[src/hdl/rhc_pkg.sv]
// Shared types and constants of the RGB/HSV color converter.
`default_nettype none

package rhc_pkg;

	// six register stages, the last one is the output register
	localparam int unsigned NUM_STAGES = 6;
	typedef logic [NUM_STAGES-1:0] stage_en_t;

	localparam logic DIR_RGB2HSV = 1'b0;
	localparam logic DIR_HSV2RGB = 1'b1;

	localparam logic [10:0] HUE_SPAN        = 11'd1536;
	localparam logic [10:0] HUE_GREEN_BASE  = 11'd512;
	localparam logic [10:0] HUE_BLUE_BASE   = 11'd1024;

	// pipelined divider
	localparam int unsigned DIV_NW        = 17;
	localparam int unsigned DIV_DW        = 9;
	localparam int unsigned DIV_QW        = 9;
	localparam int unsigned DIV_STEP      = 3;
	localparam int unsigned DIV_FIRST_STG = 2;

	// floor(y/255) = (y*32897) >> 23 for any 16-bit y
	localparam logic [31:0] RECIP_255  = 32'd32897;
	localparam int unsigned RECIP_SHIFT = 23;

	localparam logic [15:0] FULL_SCALE = 16'd65280;
	localparam logic [23:0] HALF_FULL  = 24'd32640;
	localparam logic [15:0] HALF_UNIT  = 16'd127;

	typedef enum logic [1:0] {
		SEL_RED   = 2'd0,
		SEL_GREEN = 2'd1,
		SEL_BLUE  = 2'd2
	} max_sel_t;

	localparam logic [2:0] SEC_RED     = 3'd0;
	localparam logic [2:0] SEC_YELLOW  = 3'd1;
	localparam logic [2:0] SEC_GREEN   = 3'd2;
	localparam logic [2:0] SEC_CYAN    = 3'd3;
	localparam logic [2:0] SEC_BLUE    = 3'd4;
	localparam logic [2:0] SEC_MAGENTA = 3'd5;

endpackage

`default_nettype wire

[src/hdl/rhc_div.sv]
// Three-stage restoring divider, three quotient bits per stage.
`default_nettype none

module rhc_div (
	input  wire                         clk,
	input  wire rhc_pkg::stage_en_t     adv,
	input  wire [rhc_pkg::DIV_NW-1:0]   num,
	input  wire [rhc_pkg::DIV_DW-1:0]   den,
	output logic [rhc_pkg::DIV_QW-1:0]  quo
);
	import rhc_pkg::*;

	typedef struct packed {
		logic [DIV_NW-1:0]   rem;
		logic [DIV_STEP-1:0] q;
	} div_step_t;

	// caller guarantees num < den * 2**DIV_QW
	function automatic div_step_t div_step(logic [DIV_NW-1:0] rem_in,
			logic [DIV_DW-1:0] den_in, int unsigned hi);
		div_step_t res;
		logic [DIV_NW+DIV_DW-1:0] trial;
		int i;
		res.rem = rem_in;
		res.q   = '0;
		for (i = 0; i < int'(DIV_STEP); i++) begin
			trial = {{DIV_NW{1'b0}}, den_in} << (hi - i);
			if ({{DIV_DW{1'b0}}, res.rem} >= trial) begin
				res.rem = res.rem - trial[DIV_NW-1:0];
				res.q[DIV_STEP-1-i] = 1'b1;
			end
		end
		return res;
	endfunction

	div_step_t st_a, st_b, st_c;

	logic [DIV_NW-1:0]     rem_s3, rem_s4;
	logic [DIV_DW-1:0]     den_s3, den_s4;
	logic [DIV_STEP-1:0]   quo_s3;
	logic [2*DIV_STEP-1:0] quo_s4;
	logic [DIV_QW-1:0]     quo_s5;

	always_comb begin
		st_a = div_step(num, den, DIV_QW - 1);
		st_b = div_step(rem_s3, den_s3, DIV_QW - 1 - DIV_STEP);
		st_c = div_step(rem_s4, den_s4, DIV_QW - 1 - 2*DIV_STEP);
	end

	always_ff @(posedge clk) begin
		if (adv[DIV_FIRST_STG]) begin
			rem_s3 <= st_a.rem;
			den_s3 <= den;
			quo_s3 <= st_a.q;
		end
		if (adv[DIV_FIRST_STG+1]) begin
			rem_s4 <= st_b.rem;
			den_s4 <= den_s3;
			quo_s4 <= {quo_s3, st_b.q};
		end
		if (adv[DIV_FIRST_STG+2]) begin
			quo_s5 <= {quo_s4, st_c.q};
		end
	end

	assign quo = quo_s5;

endmodule

`default_nettype wire

[src/hdl/rhc_rgb2hsv.sv]
// RGB to HSV datapath: max/min, operand build, two dividers, hue assembly.
`default_nettype none

module rhc_rgb2hsv (
	input  wire                     clk,
	input  wire rhc_pkg::stage_en_t adv,
	input  wire [7:0]               red,
	input  wire [7:0]               green,
	input  wire [7:0]               blue,
	output logic [10:0]             hsv_hue,
	output logic [7:0]              hsv_sat,
	output logic [7:0]              hsv_val
);
	import rhc_pkg::*;

	// stage 1
	logic [7:0] mx_c, mn_c, pa_c, pb_c;
	max_sel_t   sel_c;
	logic [7:0] mx_s1, mn_s1, pa_s1, pb_s1;
	max_sel_t   sel_s1;

	always_comb begin
		mn_c = (red < green) ? red : green;
		if (blue < mn_c) begin
			mn_c = blue;
		end
		// ties go to red, then green
		if (red >= green && red >= blue) begin
			sel_c = SEL_RED;
			mx_c  = red;
			pa_c  = green;
			pb_c  = blue;
		end else if (green >= blue) begin
			sel_c = SEL_GREEN;
			mx_c  = green;
			pa_c  = blue;
			pb_c  = red;
		end else begin
			sel_c = SEL_BLUE;
			mx_c  = blue;
			pa_c  = red;
			pb_c  = green;
		end
	end

	always_ff @(posedge clk) begin
		if (adv[0]) begin
			mx_s1  <= mx_c;
			mn_s1  <= mn_c;
			pa_s1  <= pa_c;
			pb_s1  <= pb_c;
			sel_s1 <= sel_c;
		end
	end

	// stage 2: divider operands
	logic [7:0]        d_c, mag_c;
	logic              neg_c;
	logic [DIV_NW-1:0] nsat_c, nhue_c;

	logic [DIV_NW-1:0] nsat_s2, nhue_s2;
	logic [DIV_DW-1:0] dsat_s2, dhue_s2;
	logic [7:0]        mx_s2;
	max_sel_t          sel_s2;
	logic              neg_s2, zd_s2, zm_s2;

	always_comb begin
		d_c   = mx_s1 - mn_s1;
		neg_c = pa_s1 < pb_s1;
		mag_c = neg_c ? (pb_s1 - pa_s1) : (pa_s1 - pb_s1);
		// 2*255*d + mx and 2*256*mag + d, both round-half-up numerators
		nsat_c = ({d_c, 9'd0} - {8'd0, d_c, 1'b0}) + {9'd0, mx_s1};
		nhue_c = {mag_c, 9'd0} + {9'd0, d_c};
	end

	always_ff @(posedge clk) begin
		if (adv[1]) begin
			nsat_s2 <= nsat_c;
			dsat_s2 <= {mx_s1, 1'b0};
			nhue_s2 <= nhue_c;
			dhue_s2 <= {d_c, 1'b0};
			mx_s2   <= mx_s1;
			sel_s2  <= sel_s1;
			neg_s2  <= neg_c;
			zd_s2   <= (d_c == 8'd0);
			zm_s2   <= (mx_s1 == 8'd0);
		end
	end

	// stages 3..5: dividers, side info carried alongside
	logic [DIV_QW-1:0] qsat, qhue;

	rhc_div u_div_sat (
		.clk (clk),
		.adv (adv),
		.num (nsat_s2),
		.den (dsat_s2),
		.quo (qsat)
	);

	rhc_div u_div_hue (
		.clk (clk),
		.adv (adv),
		.num (nhue_s2),
		.den (dhue_s2),
		.quo (qhue)
	);

	logic [7:0] mx_s3, mx_s4, mx_s5;
	max_sel_t   sel_s3, sel_s4, sel_s5;
	logic       neg_s3, neg_s4, neg_s5;
	logic       zd_s3, zd_s4, zd_s5;
	logic       zm_s3, zm_s4, zm_s5;

	always_ff @(posedge clk) begin
		if (adv[2]) begin
			mx_s3  <= mx_s2;
			sel_s3 <= sel_s2;
			neg_s3 <= neg_s2;
			zd_s3  <= zd_s2;
			zm_s3  <= zm_s2;
		end
		if (adv[3]) begin
			mx_s4  <= mx_s3;
			sel_s4 <= sel_s3;
			neg_s4 <= neg_s3;
			zd_s4  <= zd_s3;
			zm_s4  <= zm_s3;
		end
		if (adv[4]) begin
			mx_s5  <= mx_s4;
			sel_s5 <= sel_s4;
			neg_s5 <= neg_s4;
			zd_s5  <= zd_s4;
			zm_s5  <= zm_s4;
		end
	end

	logic [10:0] q_ext;

	always_comb begin
		q_ext = {2'b00, qhue};
		unique case (sel_s5)
			SEL_RED: begin
				if (!neg_s5) begin
					hsv_hue = q_ext;
				end else if (q_ext == 11'd0) begin
					hsv_hue = 11'd0;
				end else begin
					hsv_hue = HUE_SPAN - q_ext;
				end
			end
			SEL_GREEN: hsv_hue = neg_s5 ? (HUE_GREEN_BASE - q_ext) : (HUE_GREEN_BASE + q_ext);
			SEL_BLUE:  hsv_hue = neg_s5 ? (HUE_BLUE_BASE - q_ext) : (HUE_BLUE_BASE + q_ext);
			default:   hsv_hue = 11'd0;
		endcase
		// gray pixel has no hue
		if (zd_s5) begin
			hsv_hue = 11'd0;
		end
		hsv_sat = zm_s5 ? 8'd0 : qsat[7:0];
		hsv_val = mx_s5;
	end

endmodule

`default_nettype wire

[src/hdl/rhc_hsv2rgb.sv]
// HSV to RGB datapath: products, reciprocal divides by 255, sector select.
`default_nettype none

module rhc_hsv2rgb (
	input  wire                     clk,
	input  wire rhc_pkg::stage_en_t adv,
	input  wire [10:0]              hue,
	input  wire [7:0]               saturation,
	input  wire [7:0]               brightness,
	output logic [7:0]              rgb_red,
	output logic [7:0]              rgb_green,
	output logic [7:0]              rgb_blue
);
	import rhc_pkg::*;

	// stage 1: sector, S*f, S*(256-f), V*(255-S)
	logic [2:0]  sector_c;
	logic [8:0]  finv_c;
	logic [16:0] a2_full;

	logic [2:0]  sector_s1;
	logic [7:0]  v_s1;
	logic        sz_s1;
	logic [15:0] a1_s1, a2_s1, x1_s1;

	always_comb begin
		// hues 1536 and up wrap into sector 0 or 1; fraction is untouched
		sector_c = (hue[10:9] == 2'b11) ? {2'b00, hue[8]} : hue[10:8];
		finv_c   = 9'd256 - {1'b0, hue[7:0]};
		a2_full  = {9'd0, saturation} * {8'd0, finv_c};
	end

	always_ff @(posedge clk) begin
		if (adv[0]) begin
			sector_s1 <= sector_c;
			v_s1      <= brightness;
			sz_s1     <= (saturation == 8'd0);
			a1_s1     <= {8'd0, saturation} * {8'd0, hue[7:0]};
			a2_s1     <= a2_full[15:0];
			x1_s1     <= {8'd0, brightness} * {8'd0, 8'd255 - saturation};
		end
	end

	// stage 2: V*(65280 - S*f), V*(65280 - S*(256-f)), rounding bias for p1
	logic [2:0]  sector_s2;
	logic [7:0]  v_s2;
	logic        sz_s2;
	logic [23:0] t2_s2, t3_s2;
	logic [15:0] y1_s2;

	always_ff @(posedge clk) begin
		if (adv[1]) begin
			sector_s2 <= sector_s1;
			v_s2      <= v_s1;
			sz_s2     <= sz_s1;
			t2_s2     <= {16'd0, v_s1} * {8'd0, FULL_SCALE - a1_s1};
			t3_s2     <= {16'd0, v_s1} * {8'd0, FULL_SCALE - a2_s1};
			y1_s2     <= x1_s1 + HALF_UNIT;
		end
	end

	// stage 3: p1 = y1/255; fold /65280 into /256 then /255
	logic [31:0] m1_c;
	logic [23:0] u2_c, u3_c;

	logic [2:0]  sector_s3;
	logic [7:0]  v_s3, p1_s3;
	logic        sz_s3;
	logic [15:0] y2_s3, y3_s3;

	always_comb begin
		m1_c = {16'd0, y1_s2} * RECIP_255;
		u2_c = t2_s2 + HALF_FULL;
		u3_c = t3_s2 + HALF_FULL;
	end

	always_ff @(posedge clk) begin
		if (adv[2]) begin
			sector_s3 <= sector_s2;
			v_s3      <= v_s2;
			sz_s3     <= sz_s2;
			p1_s3     <= m1_c[RECIP_SHIFT+7:RECIP_SHIFT];
			y2_s3     <= u2_c[23:8];
			y3_s3     <= u3_c[23:8];
		end
	end

	// stage 4: p2, p3
	logic [31:0] m2_c, m3_c;

	logic [2:0]  sector_s4;
	logic [7:0]  v_s4, p1_s4, p2_s4, p3_s4;
	logic        sz_s4;

	always_comb begin
		m2_c = {16'd0, y2_s3} * RECIP_255;
		m3_c = {16'd0, y3_s3} * RECIP_255;
	end

	always_ff @(posedge clk) begin
		if (adv[3]) begin
			sector_s4 <= sector_s3;
			v_s4      <= v_s3;
			sz_s4     <= sz_s3;
			p1_s4     <= p1_s3;
			p2_s4     <= m2_c[RECIP_SHIFT+7:RECIP_SHIFT];
			p3_s4     <= m3_c[RECIP_SHIFT+7:RECIP_SHIFT];
		end
	end

	// stage 5: route V, p1, p2, p3 by sector
	logic [7:0] r_c, g_c, b_c;
	logic [7:0] r_s5, g_s5, b_s5;

	always_comb begin
		unique case (sector_s4)
			SEC_RED: begin
				r_c = v_s4;  g_c = p3_s4; b_c = p1_s4;
			end
			SEC_YELLOW: begin
				r_c = p2_s4; g_c = v_s4;  b_c = p1_s4;
			end
			SEC_GREEN: begin
				r_c = p1_s4; g_c = v_s4;  b_c = p3_s4;
			end
			SEC_CYAN: begin
				r_c = p1_s4; g_c = p2_s4; b_c = v_s4;
			end
			SEC_BLUE: begin
				r_c = p3_s4; g_c = p1_s4; b_c = v_s4;
			end
			SEC_MAGENTA: begin
				r_c = v_s4;  g_c = p1_s4; b_c = p2_s4;
			end
			default: begin
				r_c = v_s4;  g_c = p1_s4; b_c = p2_s4;
			end
		endcase
		// no saturation: gray at brightness
		if (sz_s4) begin
			r_c = v_s4;
			g_c = v_s4;
			b_c = v_s4;
		end
	end

	always_ff @(posedge clk) begin
		if (adv[4]) begin
			r_s5 <= r_c;
			g_s5 <= g_c;
			b_s5 <= b_c;
		end
	end

	assign rgb_red   = r_s5;
	assign rgb_green = g_s5;
	assign rgb_blue  = b_s5;

endmodule

`default_nettype wire

[src/hdl/rgb_hsv_color_converter.sv]
// Top level of the RGB/HSV color converter: pipeline control and output register.
//
// Channel  Handshake             Payload
// in       in_valid / in_stall   red green blue hue saturation brightness
// out      out_valid / out_stall out_red out_green out_blue out_hue out_saturation
//                                out_brightness
// cfg      cfg_wr_en             cfg_wr_data (direction, 0 = RGB->HSV, 1 = HSV->RGB)
//
// One pixel per clock sustained while out_stall is low. The pipeline depth is set
// by the three-stage restoring dividers of the RGB->HSV path, the max/min and
// operand stages ahead of them, and the output register.
// Reset clears all stage valid bits and sets direction to RGB->HSV.
// out_stall holds only full stages; empty stages keep filling, so in_stall rises
// only once the whole pipeline is full.
`default_nettype none

module rgb_hsv_color_converter (
	input  wire         clk,
	input  wire         arst_n,
	input  wire         cfg_wr_en,
	input  wire         cfg_wr_data,
	input  wire         in_valid,
	output logic        in_stall,
	input  wire  [7:0]  red,
	input  wire  [7:0]  green,
	input  wire  [7:0]  blue,
	input  wire  [10:0] hue,
	input  wire  [7:0]  saturation,
	input  wire  [7:0]  brightness,
	output logic        out_valid,
	input  wire         out_stall,
	output logic [7:0]  out_red,
	output logic [7:0]  out_green,
	output logic [7:0]  out_blue,
	output logic [10:0] out_hue,
	output logic [7:0]  out_saturation,
	output logic [7:0]  out_brightness
);
	import rhc_pkg::*;

	logic direction_q;

	always_ff @(posedge clk or negedge arst_n) begin
		if (!arst_n) begin
			direction_q <= DIR_RGB2HSV;
		end else if (cfg_wr_en) begin
			direction_q <= cfg_wr_data;
		end
	end

	// stage k loads when it is empty or the stage after it moves on
	stage_en_t             adv;
	logic [NUM_STAGES-1:0] vld_q;

	always_comb begin
		adv[NUM_STAGES-1] = !vld_q[NUM_STAGES-1] || !out_stall;
		for (int k = NUM_STAGES - 2; k >= 0; k--) begin
			adv[k] = !vld_q[k] || adv[k+1];
		end
	end

	always_ff @(posedge clk or negedge arst_n) begin
		if (!arst_n) begin
			vld_q <= '0;
		end else begin
			if (adv[0]) begin
				vld_q[0] <= in_valid;
			end
			for (int k = 1; k < NUM_STAGES; k++) begin
				if (adv[k]) begin
					vld_q[k] <= vld_q[k-1];
				end
			end
		end
	end

	assign in_stall = !adv[0];

	// direction travels with each request
	logic dir_s1, dir_s2, dir_s3, dir_s4, dir_s5;

	always_ff @(posedge clk) begin
		if (adv[0]) dir_s1 <= direction_q;
		if (adv[1]) dir_s2 <= dir_s1;
		if (adv[2]) dir_s3 <= dir_s2;
		if (adv[3]) dir_s4 <= dir_s3;
		if (adv[4]) dir_s5 <= dir_s4;
	end

	logic [10:0] hsv_hue;
	logic [7:0]  hsv_sat, hsv_val;
	logic [7:0]  rgb_red, rgb_green, rgb_blue;

	rhc_rgb2hsv u_rgb2hsv (
		.clk     (clk),
		.adv     (adv),
		.red     (red),
		.green   (green),
		.blue    (blue),
		.hsv_hue (hsv_hue),
		.hsv_sat (hsv_sat),
		.hsv_val (hsv_val)
	);

	rhc_hsv2rgb u_hsv2rgb (
		.clk        (clk),
		.adv        (adv),
		.hue        (hue),
		.saturation (saturation),
		.brightness (brightness),
		.rgb_red    (rgb_red),
		.rgb_green  (rgb_green),
		.rgb_blue   (rgb_blue)
	);

	logic [7:0]  red_s6, green_s6, blue_s6, sat_s6, val_s6;
	logic [10:0] hue_s6;

	always_ff @(posedge clk) begin
		if (adv[5]) begin
			if (dir_s5 == DIR_HSV2RGB) begin
				red_s6   <= rgb_red;
				green_s6 <= rgb_green;
				blue_s6  <= rgb_blue;
				hue_s6   <= 11'd0;
				sat_s6   <= 8'd0;
				val_s6   <= 8'd0;
			end else begin
				red_s6   <= 8'd0;
				green_s6 <= 8'd0;
				blue_s6  <= 8'd0;
				hue_s6   <= hsv_hue;
				sat_s6   <= hsv_sat;
				val_s6   <= hsv_val;
			end
		end
	end

	assign out_valid      = vld_q[NUM_STAGES-1];
	assign out_red        = red_s6;
	assign out_green      = green_s6;
	assign out_blue       = blue_s6;
	assign out_hue        = hue_s6;
	assign out_saturation = sat_s6;
	assign out_brightness = val_s6;

endmodule

`default_nettype wire

[config.mk]
export PLATFORM = sky130hd
export DESIGN_NAME = rgb_hsv_color_converter
export DESIGN_NICKNAME = d
export VERILOG_FILES = /design/src/hdl/rhc_pkg.sv /design/src/hdl/rhc_div.sv /design/src/hdl/rhc_rgb2hsv.sv /design/src/hdl/rhc_hsv2rgb.sv /design/src/hdl/rgb_hsv_color_converter.sv
export SDC_FILE = /design/constraint.sdc
export NUM_CORES = 2
export LEC_CHECK = 0
export ABC_AREA = 1
export BUFFER_PORTS_ARGS = -buffer_cell sky130_fd_sc_hd__buf_2
export CELL_PAD_IN_SITES_DETAIL_PLACEMENT = 0
export CELL_PAD_IN_SITES_GLOBAL_PLACEMENT = 2
export CORE_MARGIN = 2
export CORE_UTILIZATION = 40
export DETAILED_ROUTE_END_ITERATION = 10
export HOLD_SLACK_MARGIN = 0.08
export PLACE_DENSITY = 0.88
export SYNTH_ARGS = -nofsm -noshare
export SYNTH_HDL_FRONTEND = slang
export SYNTH_HIERARCHICAL = 1
export SYNTH_SLANG_ARGS = --single-unit
[constraint.sdc]
create_clock -name clk -period 6.6 [get_ports clk]
set_input_delay 0.66 -clock clk [delete_from_list [all_inputs] [get_ports clk]]
set_output_delay 0.66 -clock clk [all_outputs]
set_load 0.02 [all_outputs]
==> summary.txt <==
Cells and area
  • Most frequent cells in the layout: nand2_1 (1412), inv_1 (1122), nor2_1 (629)
  • Commonest non-fill, non-tap cell in the layout: nand2_1
  • Fin nets: ~7600
  • Final core occ: 44.04%
  • Filler cells: roughly 13000
  • Syn-to-layout area delta: 9.101%
  • Layout cell share with drive strength beyond 1: under 10%
  • N_diodes: 0
  • Finished Layout Cells: about 8500

STA
  • Fmax: around 170 MHz
  • Setup TNS: 0 ns
  • RSZ-0062 raised after global routing: yes
  • Final hold viol count: 0
  • Final setup vio count: 0
  • Fin Hold WS: 0.1985 ns
  • Setup Skew: 0.03142 ns
  • Worst-Margin Slew: 1.013 ns
  • Minimum clock period: 6.017 ns
  • Slew Viols, Final: 0
  • Final period utilization: 91.16%
  • Slew headroom: 32.46%

Place
  • Routability cong.: 0.9001
  • I/O Buffers: 109
  • DP Wirelength: 111700 µm
  • Cells after DPL: 8356

Clocking
  • CTS Buf Count: 67
  • Htree depth: 3
  • # clock sinks: 551
  • TritonCTS clock tree: done
  • Clock latency on the worst-skew pair: 0.65 ns
  • Deepest clock path buffer count: 3
  • Worst-path clk slew: 0.06 ns
  • Root Buffer: clkbuf_16

Die
  • Ports: 110
  • Die width: 371.2 µm
  • Die area: 137800 µm²
  • Site Rows: 134
  • Starting Density: between 40% and 50%
  • Core Region: 133600 µm²
  • Die height: 371.2 µm

Worst setup path
  • CP Max Fanout: 16
  • Crit path required time: 7.00 ns
  • Crit path from: u_rgb2hsv/u_div_sat/rem_s3[5]
  • WP buf/inv: 4
  • Max stage delay on crit path: 0.44 ns
  • CP max stage cell: fa_1
  • Setup crit end kind: flop
  • Top delay family on crit path: simple AND/OR/NAND/NOR gates
  • Crit start category: flop
  • Worst path arrival time: 6.41 ns
  • WS Path Type: reg -> reg
  • RR Startpoint: u_rgb2hsv/u_div_sat/rem_s3[5]

Run
  • Max Cap Viol: 0

GRT
  • Number of global-route vias before repair: 41710
  • First-pass GRT wire length: between 200000 and 250000 µm
  • Initial antenna violation count: 5
  • Largest net degree at the start of global routing: between 60 and 70
  • Gr ovfl total: 0
  • All-Layer GR Usage: between 10% and 20%

Logic synthesis
  • YS warnings: 6
  • Netlist Area Pre-Place: roughly 54000 µm²
  • Gate Count Post-Synth: 6523
  • Synth Area per Inst: 8.269 µm²

Drt
  • Via count: 42140
  • WL/cell: ~16 µm
  • Pre-Repair DR Iteration Count: 5
  • DRT iter0 DRCs: 2560
  • Met1 wire length: 65750 µm
  • Wire length on met3: 5591 µm
  • DR top layer: met4
  • Routed Antenna Nets: 0
  • Final WL: 136600 µm
  • Remaining routing DRC violations: 0
  • Met2 wire len: 62620 µm
  • Vias per cell: 4.965

Worst hold path
  • Worst Hold Class: in -> reg
  • Worst Hold Launch: in_valid

Outcome
  • Status: finished, final reports clean
final timing paths:
kind                                                       end  slack (ns)  depth (start not counted)
max in group asynchronous                             vld_q[2]        6.08                          2
worst max-delay path            u_rgb2hsv/u_div_sat/rem_s4[13]        0.58                         36
worst max register to register  u_rgb2hsv/u_div_sat/rem_s4[13]        0.58                         36
worst min register to register               u_hsv2rgb/v_s3[3]        0.41                          0
worst min-delay path                                  vld_q[0]        0.20                          3
min in group asynchronous                             vld_q[0]        0.36                          2
layer usage:
layer  track usage [%]  vias to the layer above
met5                 0                        -
li1                  -                    21480
met4             4.967                        0
met1             27.54                    19710
met2             32.86                      779
met3             2.539                      170
per-stage QoR:
stage / instance area (µm²) / worst slack, ns
finish: 58840 / 0.5832
global route: 58840 / 0.006724
CTS: 58770 / 0.3494
detailed placement: 56610 / 0.3764
global placement: 56610 / 0.5119
floorplan: 53970 / 0.7417
worst min-delay path, stage by stage:
cell     delay [ns]
buf_2          0.08
inv_1          0.04
nand2_2        0.05
sequential cells by signal, indices dropped and copies added (netlist names), 17 cells and up:
| register | flops |
|---|---|
| u_hsv2rgb/t2_s2 | 17 |
| u_rgb2hsv/nsat_s2 | 17 |
| u_rgb2hsv/u_div_sat/rem_s4 | 17 |
| u_hsv2rgb/t3_s2 | 17 |
| u_rgb2hsv/u_div_hue/rem_s4 | 17 |
| u_rgb2hsv/u_div_hue/rem_s3 | 17 |
| u_rgb2hsv/u_div_sat/rem_s3 | 17 |
final cells by class:
cell class                      count  area (µm²)  share of cell area (%)
Timing Repair Buffer              163       965.9                   1.642
Sequential cell                   551       16510                   28.06
Inverter                         1165        4393                   7.465
Multi-Input combinational cell   4718       32620                   55.43
Tap cell                         1768        2212                   3.759
Clock buffer                       82        1797                   3.053
Clock inverter                     39       346.6                  0.5890
timing repair:
action	CTS	global route
hold endpoints to repair	7	0
setup buffers	0	7
endpoints found under the setup margin	0	53
gates resized for setup	0	12
hold buffers	1	0
Power is left out: the tool's default activity adds up to more than one toggle a clock period on the data nets, which glitch-free logic cannot reach.
